**src/design/ptrd_pkg.sv**
```systemverilog
// ----------------------------------------------------------------------------
// ptrd_pkg : shared types and constants of the piezo touch/release detector
// Filter coefficients, window sizing, register map and the structs that
// pass between the top level and its sensor lanes.
// ----------------------------------------------------------------------------
`default_nettype none

package ptrd_pkg;

  // Sample and filter widths
  localparam int SAMPLE_BITS = 10;
  localparam int FILT_BITS   = 12;
  localparam int Y_W         = 16;
  localparam int SUM_W       = Y_W + 2;
  localparam int TAP_W       = SAMPLE_BITS + 2;
  localparam int FF_W        = TAP_W + 2;
  localparam int FB1_W       = Y_W + 11;
  localparam int FB2_W       = Y_W + 10;
  localparam int FILT_SHIFT  = 10;

  // Filter coefficients (scaled by 1024)
  localparam int FB1_COEF = 1889;
  localparam int FB2_COEF = 875;

  // Detection window
  localparam int WINDOW_LEN      = 10;
  localparam int EVENT_MIN_COUNT = 6;
  localparam int WPOS_W          = $clog2(WINDOW_LEN + 1);
  localparam int CNT_W           = $clog2(WINDOW_LEN + 1);

  // Configuration widths and reset values
  localparam int THR_W  = 12;
  localparam int TIME_W = 10;
  localparam int WAIT_W = TIME_W + 1;
  localparam int ADDR_W = 5;
  localparam int DATA_W = 32;

  localparam logic [THR_W-1:0]  TOUCH_THR_RST   = THR_W'(776);
  localparam logic [THR_W-1:0]  RELEASE_THR_RST = THR_W'(62);
  localparam logic [TIME_W-1:0] STIM_TIME_RST   = TIME_W'(50);
  localparam logic [TIME_W-1:0] REFR_BASE_RST   = TIME_W'(140);
  localparam logic [1:0]        ACTIVE_SENS_RST = 2'd2;

  // Register indexes (byte address = 4 * index)
  typedef enum logic [2:0] {
    REG_TOUCH_THR_A   = 3'd0,
    REG_TOUCH_THR_B   = 3'd1,
    REG_RELEASE_THR_A = 3'd2,
    REG_RELEASE_THR_B = 3'd3,
    REG_STIM_TIME     = 3'd4,
    REG_REFR_BASE     = 3'd5,
    REG_MOTOR_EN      = 3'd6,
    REG_ACTIVE_SENS   = 3'd7
  } reg_idx_t;

  // Per-tick control from the top level to one lane
  typedef struct packed {
    logic step;
    logic window_end;
    logic active;
  } lane_ctrl_t;

  // Per-tick result of one lane
  typedef struct packed {
    logic [FILT_BITS-1:0] filtered;
    logic                 contact_evt;
    logic                 release_evt;
    logic                 pulse_on;
  } lane_res_t;

endpackage

`default_nettype wire

```
**src/design/ptrd_lane.sv**
```systemverilog
// ----------------------------------------------------------------------------
// ptrd_lane : one sensor lane
// Second-order low-pass filter, window counters, refractory timer and
// stimulation pulse counter. State advances on ctrl.step.
// ----------------------------------------------------------------------------
`default_nettype none

module ptrd_lane (
  input  wire logic                           clk,
  input  wire logic                           rst_n,
  input  wire ptrd_pkg::lane_ctrl_t           ctrl,
  input  wire logic [ptrd_pkg::SAMPLE_BITS-1:0] sample,
  input  wire logic [ptrd_pkg::THR_W-1:0]     touch_thr,
  input  wire logic [ptrd_pkg::THR_W-1:0]     rel_thr,
  input  wire logic [ptrd_pkg::TIME_W-1:0]    stim_time,
  input  wire logic [ptrd_pkg::WAIT_W-1:0]    wait_time,
  output ptrd_pkg::lane_res_t                 res
);

  logic [ptrd_pkg::SAMPLE_BITS-1:0] x1_r, x2_r;
  logic [ptrd_pkg::Y_W-1:0]         y1_r, y2_r, y_nxt;
  logic [ptrd_pkg::CNT_W-1:0]       tcnt_r, rcnt_r, tcnt_nxt, rcnt_nxt;
  logic [ptrd_pkg::CNT_W-1:0]       tcnt_inc, rcnt_inc;
  logic [15:0]                      refr_r, refr_nxt, refr_inc;
  logic [15:0]                      pcnt_r, pcnt_nxt, pcnt_inc;
  logic                             pact_r, pact_nxt;

  logic [ptrd_pkg::TAP_W-1:0] tap_sum;
  logic [ptrd_pkg::FF_W-1:0]  ff_prod;
  logic [ptrd_pkg::FB1_W-1:0] fb1_prod;
  logic [ptrd_pkg::FB2_W-1:0] fb2_prod;
  logic [ptrd_pkg::SUM_W-1:0] pos_sum, fb2_ext, y_full;
  logic                       touch_hit, rel_hit, fire, contact, rel_evt, evt;

  // Feed-forward taps: x + 2*x1 + x2, times three
  assign tap_sum = ptrd_pkg::TAP_W'(sample) + {1'b0, x1_r, 1'b0}
                   + ptrd_pkg::TAP_W'(x2_r);
  assign ff_prod = {1'b0, tap_sum, 1'b0} + ptrd_pkg::FF_W'(tap_sum);

  // Feedback products
  assign fb1_prod = ptrd_pkg::FB1_W'(y1_r) * ptrd_pkg::FB1_W'(ptrd_pkg::FB1_COEF);
  assign fb2_prod = ptrd_pkg::FB2_W'(y2_r) * ptrd_pkg::FB2_W'(ptrd_pkg::FB2_COEF);

  // Sum, clamp at zero and saturate the stored output
  always_comb begin
    pos_sum = ptrd_pkg::SUM_W'(ff_prod >> ptrd_pkg::FILT_SHIFT)
              + ptrd_pkg::SUM_W'(fb1_prod >> ptrd_pkg::FILT_SHIFT);
    fb2_ext = ptrd_pkg::SUM_W'(fb2_prod >> ptrd_pkg::FILT_SHIFT);
    y_full  = (pos_sum > fb2_ext) ? (pos_sum - fb2_ext) : '0;
    y_nxt   = (|y_full[ptrd_pkg::SUM_W-1:ptrd_pkg::Y_W]) ? '1 : y_full[ptrd_pkg::Y_W-1:0];
  end

  // Window counters and event decision
  always_comb begin
    touch_hit = (y_nxt >= ptrd_pkg::Y_W'(touch_thr));
    rel_hit   = !touch_hit && (y_nxt <= ptrd_pkg::Y_W'(rel_thr));
    tcnt_inc  = tcnt_r + ptrd_pkg::CNT_W'(touch_hit);
    rcnt_inc  = rcnt_r + ptrd_pkg::CNT_W'(rel_hit);
    refr_inc  = ctrl.active && (refr_r != 16'hFFFF) ? refr_r + 16'd1 : refr_r;
    pcnt_inc  = (pcnt_r != 16'hFFFF) ? pcnt_r + 16'd1 : pcnt_r;
    fire      = ctrl.window_end && ctrl.active && (refr_inc > 16'(wait_time));
    contact   = fire && (32'(tcnt_inc) >= ptrd_pkg::EVENT_MIN_COUNT);
    rel_evt   = fire && !contact && (32'(rcnt_inc) >= ptrd_pkg::EVENT_MIN_COUNT);
    evt       = contact || rel_evt;
    tcnt_nxt  = ctrl.window_end ? '0 : tcnt_inc;
    rcnt_nxt  = ctrl.window_end ? '0 : rcnt_inc;
    refr_nxt  = evt ? '0 : refr_inc;
    pcnt_nxt  = evt ? '0 : pcnt_inc;
    pact_nxt  = (evt || pact_r) && !(pcnt_nxt > 16'(stim_time));
  end

  // Drive the lane result for this tick
  always_comb begin
    res.filtered    = (|y_nxt[ptrd_pkg::Y_W-1:ptrd_pkg::FILT_BITS]) ? '1
                      : y_nxt[ptrd_pkg::FILT_BITS-1:0];
    res.contact_evt = contact;
    res.release_evt = rel_evt;
    res.pulse_on    = pact_nxt;
  end

  // Advance lane state once per tick
  always_ff @(posedge clk) begin
    if (!rst_n) begin
      x1_r   <= '0;
      x2_r   <= '0;
      y1_r   <= '0;
      y2_r   <= '0;
      tcnt_r <= '0;
      rcnt_r <= '0;
      refr_r <= '0;
      pcnt_r <= '0;
      pact_r <= 1'b0;
    end else if (ctrl.step) begin
      x1_r   <= sample;
      x2_r   <= x1_r;
      y1_r   <= y_nxt;
      y2_r   <= y1_r;
      tcnt_r <= tcnt_nxt;
      rcnt_r <= rcnt_nxt;
      refr_r <= refr_nxt;
      pcnt_r <= pcnt_nxt;
      pact_r <= pact_nxt;
    end
  end

endmodule

`default_nettype wire

```
**src/design/piezo_touch_release_detector_top.sv**
```systemverilog
// ----------------------------------------------------------------------------
// piezo_touch_release_detector_top : two-lane piezo touch/release detector
//
//  channel | direction | handshake         | payload
//  in_     | slave     | tvalid/tready     | tdata: sample_a, sample_b
//  out_    | master    | tvalid/tready     | tdata: filtered, events, pulse, motor
//  cfg_    | APB slave | psel/penable      | 8 registers at 4*index
//
// One tick per clock unless stalled: a sample pair is registered on entry,
// filtered and judged in a single pass from that register into the result register.
// The filter feedback (y1/y2 products, add, clamp) is the critical path.
// While a result waits the input register holds one more transaction, then
// in_tready drops until the result is taken.
// Synchronous active-low reset clears all filter, counter and timer state.
// ----------------------------------------------------------------------------
`default_nettype none

module piezo_touch_release_detector_top (
  input  wire logic                          clk,
  input  wire logic                          rst_n,
  // input stream
  input  wire logic                          in_tvalid,
  output logic                               in_tready,
  input  wire logic [23:0]                   in_tdata,   // [9:0] sample_a, [19:10] sample_b
  // result stream
  output logic                               out_tvalid,
  input  wire logic                          out_tready,
  output logic [31:0]                        out_tdata,  // [11:0] filtered_a,
                                                         // [23:12] filtered_b,
                                                         // [24] contact_a, [25] release_a,
                                                         // [26] contact_b, [27] release_b,
                                                         // [28] active_a, [29] active_b,
                                                         // [30] motor_a, [31] motor_b
  // configuration
  input  wire logic                          cfg_psel,
  input  wire logic                          cfg_penable,
  input  wire logic                          cfg_pwrite,
  input  wire logic [ptrd_pkg::ADDR_W-1:0]   cfg_paddr,
  input  wire logic [ptrd_pkg::DATA_W-1:0]   cfg_pwdata,
  output logic [ptrd_pkg::DATA_W-1:0]        cfg_prdata,
  output logic                               cfg_pready
);

  // Configuration registers
  logic [ptrd_pkg::THR_W-1:0]  touch_thr_a_r, touch_thr_b_r;
  logic [ptrd_pkg::THR_W-1:0]  rel_thr_a_r, rel_thr_b_r;
  logic [ptrd_pkg::TIME_W-1:0] stim_time_r, refr_base_r;
  logic                        motor_en_r;
  logic [1:0]                  active_sens_r;
  ptrd_pkg::reg_idx_t          reg_idx;
  logic                        cfg_wr;

  // Pipeline
  logic                              s0_vld_r, out_vld_r, advance;
  logic [ptrd_pkg::SAMPLE_BITS-1:0]  smp_a_r, smp_b_r;
  logic [31:0]                       out_data_r, out_data_nxt;
  logic [ptrd_pkg::WPOS_W-1:0]       wpos_r, wpos_inc;
  logic                              window_end;
  logic [ptrd_pkg::WAIT_W-1:0]       wait_time;
  ptrd_pkg::lane_ctrl_t              ctrl_a, ctrl_b;
  ptrd_pkg::lane_res_t               res_a, res_b;

  // Register access decode
  assign cfg_pready = 1'b1;
  assign reg_idx    = ptrd_pkg::reg_idx_t'(cfg_paddr[4:2]);
  assign cfg_wr     = cfg_psel && cfg_penable && cfg_pwrite && cfg_pready;

  // Write configuration registers
  always_ff @(posedge clk) begin
    if (!rst_n) begin
      touch_thr_a_r <= ptrd_pkg::TOUCH_THR_RST;
      touch_thr_b_r <= ptrd_pkg::TOUCH_THR_RST;
      rel_thr_a_r   <= ptrd_pkg::RELEASE_THR_RST;
      rel_thr_b_r   <= ptrd_pkg::RELEASE_THR_RST;
      stim_time_r   <= ptrd_pkg::STIM_TIME_RST;
      refr_base_r   <= ptrd_pkg::REFR_BASE_RST;
      motor_en_r    <= 1'b1;
      active_sens_r <= ptrd_pkg::ACTIVE_SENS_RST;
    end else if (cfg_wr) begin
      case (reg_idx)
        ptrd_pkg::REG_TOUCH_THR_A:   touch_thr_a_r <= cfg_pwdata[ptrd_pkg::THR_W-1:0];
        ptrd_pkg::REG_TOUCH_THR_B:   touch_thr_b_r <= cfg_pwdata[ptrd_pkg::THR_W-1:0];
        ptrd_pkg::REG_RELEASE_THR_A: rel_thr_a_r   <= cfg_pwdata[ptrd_pkg::THR_W-1:0];
        ptrd_pkg::REG_RELEASE_THR_B: rel_thr_b_r   <= cfg_pwdata[ptrd_pkg::THR_W-1:0];
        ptrd_pkg::REG_STIM_TIME:     stim_time_r   <= cfg_pwdata[ptrd_pkg::TIME_W-1:0];
        ptrd_pkg::REG_REFR_BASE:     refr_base_r   <= cfg_pwdata[ptrd_pkg::TIME_W-1:0];
        ptrd_pkg::REG_MOTOR_EN:      motor_en_r    <= cfg_pwdata[0];
        ptrd_pkg::REG_ACTIVE_SENS:   active_sens_r <= cfg_pwdata[1:0];
        default: ;
      endcase
    end
  end

  // Read back configuration registers
  always_comb begin
    case (reg_idx)
      ptrd_pkg::REG_TOUCH_THR_A:   cfg_prdata = 32'(touch_thr_a_r);
      ptrd_pkg::REG_TOUCH_THR_B:   cfg_prdata = 32'(touch_thr_b_r);
      ptrd_pkg::REG_RELEASE_THR_A: cfg_prdata = 32'(rel_thr_a_r);
      ptrd_pkg::REG_RELEASE_THR_B: cfg_prdata = 32'(rel_thr_b_r);
      ptrd_pkg::REG_STIM_TIME:     cfg_prdata = 32'(stim_time_r);
      ptrd_pkg::REG_REFR_BASE:     cfg_prdata = 32'(refr_base_r);
      ptrd_pkg::REG_MOTOR_EN:      cfg_prdata = 32'(motor_en_r);
      ptrd_pkg::REG_ACTIVE_SENS:   cfg_prdata = 32'(active_sens_r);
      default:                     cfg_prdata = '0;
    endcase
  end

  // Flow control: advance the input register whenever the result slot frees
  assign advance   = s0_vld_r && (!out_vld_r || out_tready);
  assign in_tready = !s0_vld_r || advance;

  always_ff @(posedge clk) begin
    if (!rst_n) begin
      s0_vld_r  <= 1'b0;
      out_vld_r <= 1'b0;
    end else begin
      if (in_tready) begin
        s0_vld_r <= in_tvalid;
      end
      if (advance) begin
        out_vld_r <= 1'b1;
      end else if (out_tready) begin
        out_vld_r <= 1'b0;
      end
    end
  end

  // Hold the accepted samples
  always_ff @(posedge clk) begin
    if (in_tready && in_tvalid) begin
      smp_a_r <= in_tdata[ptrd_pkg::SAMPLE_BITS-1:0];
      smp_b_r <= in_tdata[2*ptrd_pkg::SAMPLE_BITS-1:ptrd_pkg::SAMPLE_BITS];
    end
  end

  // Shared window position
  assign wpos_inc   = wpos_r + ptrd_pkg::WPOS_W'(1);
  assign window_end = (32'(wpos_inc) >= ptrd_pkg::WINDOW_LEN);

  always_ff @(posedge clk) begin
    if (!rst_n) begin
      wpos_r <= '0;
    end else if (advance) begin
      wpos_r <= window_end ? '0 : wpos_inc;
    end
  end

  // Lane controls
  assign wait_time = ptrd_pkg::WAIT_W'(refr_base_r) + ptrd_pkg::WAIT_W'(stim_time_r);

  always_comb begin
    ctrl_a.step       = advance;
    ctrl_a.window_end = window_end;
    ctrl_a.active     = (active_sens_r > 2'd0);
    ctrl_b.step       = advance;
    ctrl_b.window_end = window_end;
    ctrl_b.active     = (active_sens_r > 2'd1);
  end

  ptrd_lane u_lane_a (
    .clk       (clk),
    .rst_n     (rst_n),
    .ctrl      (ctrl_a),
    .sample    (smp_a_r),
    .touch_thr (touch_thr_a_r),
    .rel_thr   (rel_thr_a_r),
    .stim_time (stim_time_r),
    .wait_time (wait_time),
    .res       (res_a)
  );

  ptrd_lane u_lane_b (
    .clk       (clk),
    .rst_n     (rst_n),
    .ctrl      (ctrl_b),
    .sample    (smp_b_r),
    .touch_thr (touch_thr_b_r),
    .rel_thr   (rel_thr_b_r),
    .stim_time (stim_time_r),
    .wait_time (wait_time),
    .res       (res_b)
  );

  // Pack and register the result
  assign out_data_nxt = {res_b.pulse_on && motor_en_r, res_a.pulse_on && motor_en_r,
                         res_b.pulse_on, res_a.pulse_on,
                         res_b.release_evt, res_b.contact_evt,
                         res_a.release_evt, res_a.contact_evt,
                         res_b.filtered, res_a.filtered};

  always_ff @(posedge clk) begin
    if (advance) begin
      out_data_r <= out_data_nxt;
    end
  end

  assign out_tvalid = out_vld_r;
  assign out_tdata  = out_data_r;

  // Checks
  a_evt_exclusive: assert property (@(posedge clk) disable iff (!rst_n)
    advance |-> !(res_a.contact_evt && res_a.release_evt)
                && !(res_b.contact_evt && res_b.release_evt))
    else $error("contact and release raised together on one lane");

  a_evt_window_end: assert property (@(posedge clk) disable iff (!rst_n)
    (advance && !window_end) |-> !(res_a.contact_evt || res_a.release_evt
                                   || res_b.contact_evt || res_b.release_evt))
    else $error("event raised away from a window end");

  a_evt_starts_pulse: assert property (@(posedge clk) disable iff (!rst_n)
    (advance && (res_a.contact_evt || res_a.release_evt)) |-> res_a.pulse_on)
    else $error("event on lane A did not start a pulse");

  a_no_overwrite: assert property (@(posedge clk) disable iff (!rst_n)
    (out_vld_r && !out_tready && s0_vld_r) |-> !in_tready)
    else $error("input register would be overwritten while the result stalls");

  a_wpos_range: assert property (@(posedge clk) disable iff (!rst_n)
    32'(wpos_r) < ptrd_pkg::WINDOW_LEN)
    else $error("window position out of range");

endmodule

`default_nettype wire

```
**config.mk**
```make
export PLATFORM = sky130hd
export DESIGN_NAME = piezo_touch_release_detector_top
export DESIGN_NICKNAME = d
export VERILOG_FILES = /design/src/design/ptrd_pkg.sv /design/src/design/ptrd_lane.sv /design/src/design/piezo_touch_release_detector_top.sv
export SDC_FILE = /design/constraint.sdc
export NUM_CORES = 2
export LEC_CHECK = 0
export ABC_AREA = 1
export BUFFER_PORTS_ARGS = -buffer_cell sky130_fd_sc_hd__clkbuf_2
export CAP_MARGIN = 15
export CORE_ASPECT_RATIO = 0.7
export CORE_MARGIN = 4
export CORE_UTILIZATION = 45
export CTS_BUF_LIST = sky130_fd_sc_hd__clkbuf_4 sky130_fd_sc_hd__clkbuf_8
export CTS_CLUSTER_DIAMETER = 100
export CTS_CLUSTER_SIZE = 8
export DETAILED_ROUTE_END_ITERATION = 10
export GPL_ROUTABILITY_DRIVEN = 0
export PLACE_DENSITY = 0.76
export SYNTH_ARGS = -nofsm -noshare
export SYNTH_HDL_FRONTEND = slang
export SYNTH_SLANG_ARGS = --single-unit
```
**constraint.sdc**
```tcl
create_clock -name clk -period 10.3 [get_ports clk]
set_input_delay 0.515 -clock clk [delete_from_list [all_inputs] [get_ports clk]]
set_output_delay 0.515 -clock clk [all_outputs]
set_load 0.05 [all_outputs]
```
== Word level (Yosys, flattened, before mapping) ==
Index checks and enable logic that the tools add are counted.
Operators by class
  reduce and logical (&&, ||, !) cells: 50
  eq/ne operators: 11
  muxes and demuxes: 20
  magnitude comparators: 17
  multiply operators: 4
  add/sub/neg operators: 20
Operators by type and width (number)
  case mux 32 bit (8 select lines): 1
  2-to-1 mux 16 bit: 10
  adder 16 x 1 -> 16 bit (second input constant): 4
  inequality test 16 bit (second input constant): 4
  multiplier 16 x 11 -> 27 bit (second input constant): 2
  multiplier 16 x 10 -> 26 bit (second input constant): 2
  adder 4 x 17 -> 18 bit: 2
  greater-than comparator 18 x 16 -> 1 bit: 2
  2-to-1 mux 18 bit: 2
  subtractor 18 x 16 -> 18 bit: 2
  greater-or-equal comparator 16 x 12 -> 1 bit: 2
  greater-than comparator 16 x 10 -> 1 bit: 2
  greater-than comparator 16 x 11 -> 1 bit: 2
  less-or-equal comparator 16 x 12 -> 1 bit: 2
  adder 13 x 12 -> 14 bit: 2
  adder 10 x 11 -> 12 bit: 2
  adder 12 x 10 -> 12 bit: 2
  logical AND 1 bit: 22
  2-to-1 mux 4 bit: 5
  adder 4 x 1 -> 4 bit: 4
  greater-or-equal comparator 4 x 3 -> 1 bit (second input constant): 4
  AND reduction 2 bit: 8
  == test 3 bit (second input constant): 4
  adder 10 x 10 -> 11 bit: 1
  other kinds (12): 29
Word-level totals
  logic and storage cells: 156
  register bits: 315
  input bits: 68

== Logic depth before layout (Yosys ltp) ==
  depth after elaboration: 21
  gate-level depth with buffers: 85

== Cells and area by module ==
From an unflattened synthesis, not the netlist that was laid out.
Second synthesis, totals
  cell total of the unflattened synthesis: 4523
  area, all modules: 34380.5 µm²
Modules (own cells, without submodules)
  ptrd_lane (u_lane_a): cells each 1918, instances 1, area an instance 14437.6 µm², seq. area each 1861.8 µm²
  ptrd_lane (u_lane_b): cells each 1941, instances 1, area an instance 14315.0 µm², seq. area each 1861.8 µm²
  piezo_touch_release_detector_top: cells each 664, instances 1, area an instance 5627.9 µm², seq. area each 3103.0 µm²

== Least setup slack after synthesis ==
Ideal clock, no wire load.
  path kind: reg-to-reg
  start point: register u_lane_b.y1_r[1] in the netlist's numbering
  end point: register out_data_r[31], in the netlist out_tdata[31] (data pin)
  arrival time: 10.648 ns
  required time: 10.160 ns
  cell stages (with the launch flop): 75
  path slack: -0.487 ns
  setup time: 0.140 ns
  cell sequence: dfxtp_1 inv_1 fa_1 fa_1 fa_1 inv_1 fa_1 ha_1 ha_1 nand2_1 inv_1 nand2_1 nand2_1 inv_1 nand2_1 xor2_1 ha_1 inv_1 [... 39 more ...] ha_1 xnor2_1 inv_1 a21oi_1 inv_1 o211ai_1 clkbuf_1 nand2_1 inv_1 ha_1 nand2_1 inv_1 a221oi_1 o221a_2 o21ai_0 o41ai_1 nand3_1 nor2_1
Between the ends
  longest elaborated chain between the ends: 19
Ends and longest elaborated chain
  start, declared: line ptrd_lane.sv:21  | logic [ptrd_pkg::Y_W-1:0] y1_r, y2_r, y_nxt;
  start signal, assigned: line ptrd_lane.sv:96  | y1_r <= y_nxt;
  multiplier 16 x 11 -> 27 bit *: line ptrd_lane.sv:41  | assign fb1_prod = ptrd_pkg::FB1_W'(y1_r) * ptrd_pkg::FB1_W'(ptrd_pkg::FB1_COEF);
  adder 4 x 17 -> 18 bit *: line ptrd_lane.sv:47  | + ptrd_pkg::SUM_W'(fb1_prod >> ptrd_pkg::FILT_SHIFT);
  subtractor 18 x 16 -> 18 bit or greater-than comparator 18 x 16 -> 1 bit (tied branches): line ptrd_lane.sv:49  | y_full = (pos_sum > fb2_ext) ? (pos_sum - fb2_ext) : '0;
  2-to-1 mux 18 bit *: line ptrd_lane.sv:49
  OR reduction 2 bit: line ptrd_lane.sv:50  | y_nxt = (|y_full[ptrd_pkg::SUM_W-1:ptrd_pkg::Y_W]) ? '1 : y_full[ptrd_pkg::Y_W-1:0];
  2-to-1 mux 16 bit *: line ptrd_lane.sv:50
  net u_lane_b.y_nxt, one bit: line ptrd_lane.sv:21
  greater-or-equal comparator 16 x 12 -> 1 bit: line ptrd_lane.sv:55  | touch_hit = (y_nxt >= ptrd_pkg::Y_W'(touch_thr));
  [... 6 more ...]
  logical OR 1 bit *: line ptrd_lane.sv:64  | evt = contact || rel_evt;
  2-to-1 mux 16 bit *: line ptrd_lane.sv:68  | pcnt_nxt = evt ? '0 : pcnt_inc;
  net u_lane_b.pcnt_nxt[3]: line ptrd_lane.sv:25  | logic [15:0] pcnt_r, pcnt_nxt, pcnt_inc;
  greater-than comparator 16 x 10 -> 1 bit *: line ptrd_lane.sv:69  | pact_nxt = (evt || pact_r) && !(pcnt_nxt > 16'(stim_time));
  logical NOT 1 bit *: line ptrd_lane.sv:69
  logical AND 1 bit *: line ptrd_lane.sv:69
  logical AND 1 bit *: line piezo_touch_release_detector_top.sv:186  | assign out_data_nxt = {res_b.pulse_on && motor_en_r, res_a.pulse_on && motor_en_r,
  net out_data_nxt[31]: line piezo_touch_release_detector_top.sv:56  | logic [31:0] out_data_r, out_data_nxt;
  end signal, assigned: line piezo_touch_release_detector_top.sv:194  | out_data_r <= out_data_nxt;
  end, declared: line piezo_touch_release_detector_top.sv:56
Mark *: on every way through the listed nets, which the timed path passes. The rest lies on a longest branch.
A chain may end at the register's enable or synchronous reset.

== Worst setup path after layout ==
  start point: register u_lane_b.y1_r[2] in the netlist's numbering
  end point: register u_lane_b.tcnt_r[2] in the netlist's numbering
Between the ends
  longest elaborated chain between the ends: 9
Ends and longest elaborated chain
  multiplier 16 x 11 -> 27 bit *: line ptrd_lane.sv:41
  adder 4 x 17 -> 18 bit *: line ptrd_lane.sv:47
  subtractor 18 x 16 -> 18 bit or greater-than comparator 18 x 16 -> 1 bit (tied branches): line ptrd_lane.sv:49
  2-to-1 mux 18 bit *: line ptrd_lane.sv:49
  OR reduction 2 bit: line ptrd_lane.sv:50
  2-to-1 mux 16 bit *: line ptrd_lane.sv:50
  greater-or-equal comparator 16 x 12 -> 1 bit *: line ptrd_lane.sv:55
  adder 4 x 1 -> 4 bit *: line ptrd_lane.sv:57  | tcnt_inc = tcnt_r + ptrd_pkg::CNT_W'(touch_hit);
  2-to-1 mux 4 bit *: line ptrd_lane.sv:65  | tcnt_nxt = ctrl.window_end ? '0 : tcnt_inc;
  end signal, assigned: line ptrd_lane.sv:98  | tcnt_r <= tcnt_nxt;
  end, declared: line ptrd_lane.sv:22  | logic [ptrd_pkg::CNT_W-1:0] tcnt_r, rcnt_r, tcnt_nxt, rcnt_nxt;
Every way passes the cells marked *; elsewhere a longest branch is shown, timed or not.

==> results.md <==
* Post-Place Worst Slack at -0.961 ns
* Clk sink count at around 320
* Die ar. at between 0.07 and 0.08 sq mm
* Max transition margin at between 20% and 30%
* Post-route cell area at 0.0415 sq mm
* Antenna Nets Post-Route at 0
* Buf/Inv on CP at 38
* Detailed-route DRC error count at 0
* CP Data Arrival Time at 11.63 ns
* Vias/cell at 5.30
* Setup Skew at between 0.06 and 0.07 ns
* Final Core Density at a little under three fifths
* Highest clock rate at around 90 MHz
* Post-Synthesis Cells at around 4300
* Predominant post-synthesis flop cell: dfxtp_1
* Starting Density at 45.4%
* Avg Cell Area, Syn at 7.81 sq um
* CP Class: reg -> reg
* Slowest stage cell, crit path: fa_1
* Routed length per instance at ~17 um
* Initial antenna violation count at 1
* Seq/Total Area, Yosys at about a fifth
* Crit path launch type: register
* Vias at 31200
* Total track usage at about a quarter
* Yosys warnings at 0
* Delay-heaviest family, CP: buffers and inverters
* Asr flop ratio synth at 0%
* RSZ-0062 raised after global routing: yes
* N_diodes at 0
* DRT Wirelength at between 90000 and 100000 um
* Area Overhead vs Synth at 24.3%
* Commonest non-fill, non-tap cell in the layout: inv_1
* Post-synthesis sequential element count at approximately 320
* DR iter-0 viols at approximately 2700
* Row cnt at 83
* Die height at 236 um
* Number of H-tree levels at 2
* Post-Place Cell Area at 0.0381 sq mm
* Unique cell type count in the Yosys netlist at 64
* Final min period at roughly 11 ns
* Final Net Count at ~5700
* Setup-failing EPs final at 13
* Post-Syn Area at ~0.033 sq mm
* Failing checks: negative setup slack
* Critical path data required time at about 11 ns
* Crit Path Max Fanout at 4
* Setup ws final at -0.811 ns
* CP endpoint kind: register
* Most frequent cells in the layout: inv_1 (722), nand2_1 (675), buf_4 (552)
* CTS Buf Count at 46
* Port bufs at 87
* Clk slew on worst S/H paths at around 0.070 ns
* Max incr delay on CP at 0.56 ns
* Core ar. at between 0.07 and 0.08 sq mm
* Ports at around 140
* Clock Latency Late Sink at between 0.6 and 0.7 ns
* Clock buffer depth at 3
* Post-detail-place hpwl at ~74000 um
* Largest net degree at the start of global routing at about 140
* Total of max-cap violations at 0
* Number of synthesized flops with an enable pin at 52
* Layout cells sized above 1 at about 22%
* Final-report max-slew violation count at 0
* Outcome: finished with violations
* DIE WIDTH at between 300 and 400 um
* Final Cycle Share at 108%
* Root Driver: clkbuf_8
* First-pass GRT wire length at ~150000 um
* Grt ovf at 0
* Worst-Margin Slew at 1.16 ns
* Min-delay worst type: in -> reg
* Vias in the first global route at 30300
* Hold Fails Final Rpt at 0
* Initial DRT Pass Iterations at 6
* Crit path top cell by count: buf_4
* CTS tree: built
metal layers:
metal	up-vias	track usage (%)	wire [um]	share of wire (%)
met4	2	7.38	3150	3.2
li1	15200	-	-	-
met2	1216	36.9	43100	44
met5	-	0	13	0.013
met1	14700	33.7	43800	44
met3	202	4.56	8590	8.7
synth_stat cells (all sizes together), types with 6 or more instances:
library cell / number / area (sq um)
clkbuf: 77 / 289
o21bai: 17 / 135
o211ai: 21 / 163
o21ai: 260 / 1300
nand4: 62 / 428
a211oi: 9 / 67.6
a31oi: 27 / 206
o22ai: 12 / 75.1
nor4: 6 / 43.8
xnor2: 57 / 499
nor3: 44 / 241
ha: 526 / 6580
dfxtp: 263 / 5270
a21o: 14 / 105
o31ai: 8 / 70.1
o2111ai: 10 / 87.6
nand3: 188 / 993
edfxtp: 52 / 1560
nor2: 273 / 1090
fa: 239 / 4780
buf: 41 / 298
nand3b: 10 / 75.1
xor2: 101 / 885
a21oi: 392 / 1980
nand2: 742 / 2860
inv: 759 / 2850
or2: 25 / 156
final cells by class:
class	instances	area [sq um]
fill	6301	32000
sequential	315	6840
inverter	764	2880
clock inverter	6	96.3
clock buffer	64	768
timing repair buffer	680	5080
tap	977	1220
multi-input combinational	3093	24600
flip-flops by register name (all words and copies together) (netlist names), 16 cells and up:
register	count
u_lane_a.refr_r	16
u_lane_b.y2_r	16
u_lane_a.pcnt_r	16
u_lane_a.y2_r	16
u_lane_b.refr_r	16
u_lane_a.y1_r	16
out_tdata	32
u_lane_b.y1_r	16
u_lane_b.pcnt_r	16
what timing repair did:
item                                    4_1_cts  5_1_grt
endpoints found under the setup margin       32       72
gates resized for setup                     177      138
setup buffers                               104       29
endpoints found under the hold margin         9        0
hold buffers                                  9        0
pin swaps                                   110      130
gates cloned                                  0        3
through the flow:
stage          std cells  hold WS [ns]  setup TNS (ns)
6_report            5899        0.0458           -6.30
5_1_grt             5899        0.0330          -37.37
4_1_cts             5876       0.00338           -2.54
3_5_place_dp        5693         0.462           -7.15
3_3_place_gp        5692         0.456           -3.63
2_1_floorplan       4290         0.449       -0.000218
worst paths after layout:
check / cells past startpoint / slack [ns] / startpoint / to
worst max-delay path: 70 / -0.81 / u_lane_b.y1_r[2] / u_lane_b.tcnt_r[2]
worst min-delay path: 1 / 0.05 / in_tdata[9] / smp_a_r[9]
worst max register to register: 70 / -0.81 / u_lane_b.y1_r[2] / u_lane_b.tcnt_r[2]
worst min register to register: 2 / 0.48 / wpos_r[3] / wpos_r[3]
kinds of logic after synthesis:
family | Yosys count | share of synthesized area (%)
xor+xnor | 158 | 4.15
flops | 315 | 20.5
compound gates | 796 | 13.2
fa+ha+maj | 765 | 34.1
buf+inv | 882 | 10.4
simple gates | 1353 | 17.7
other cells | 2 | 0.0225
Power is left out: the tool's default activity adds up to more than one toggle a clock period on the data nets, which glitch-free logic cannot reach.
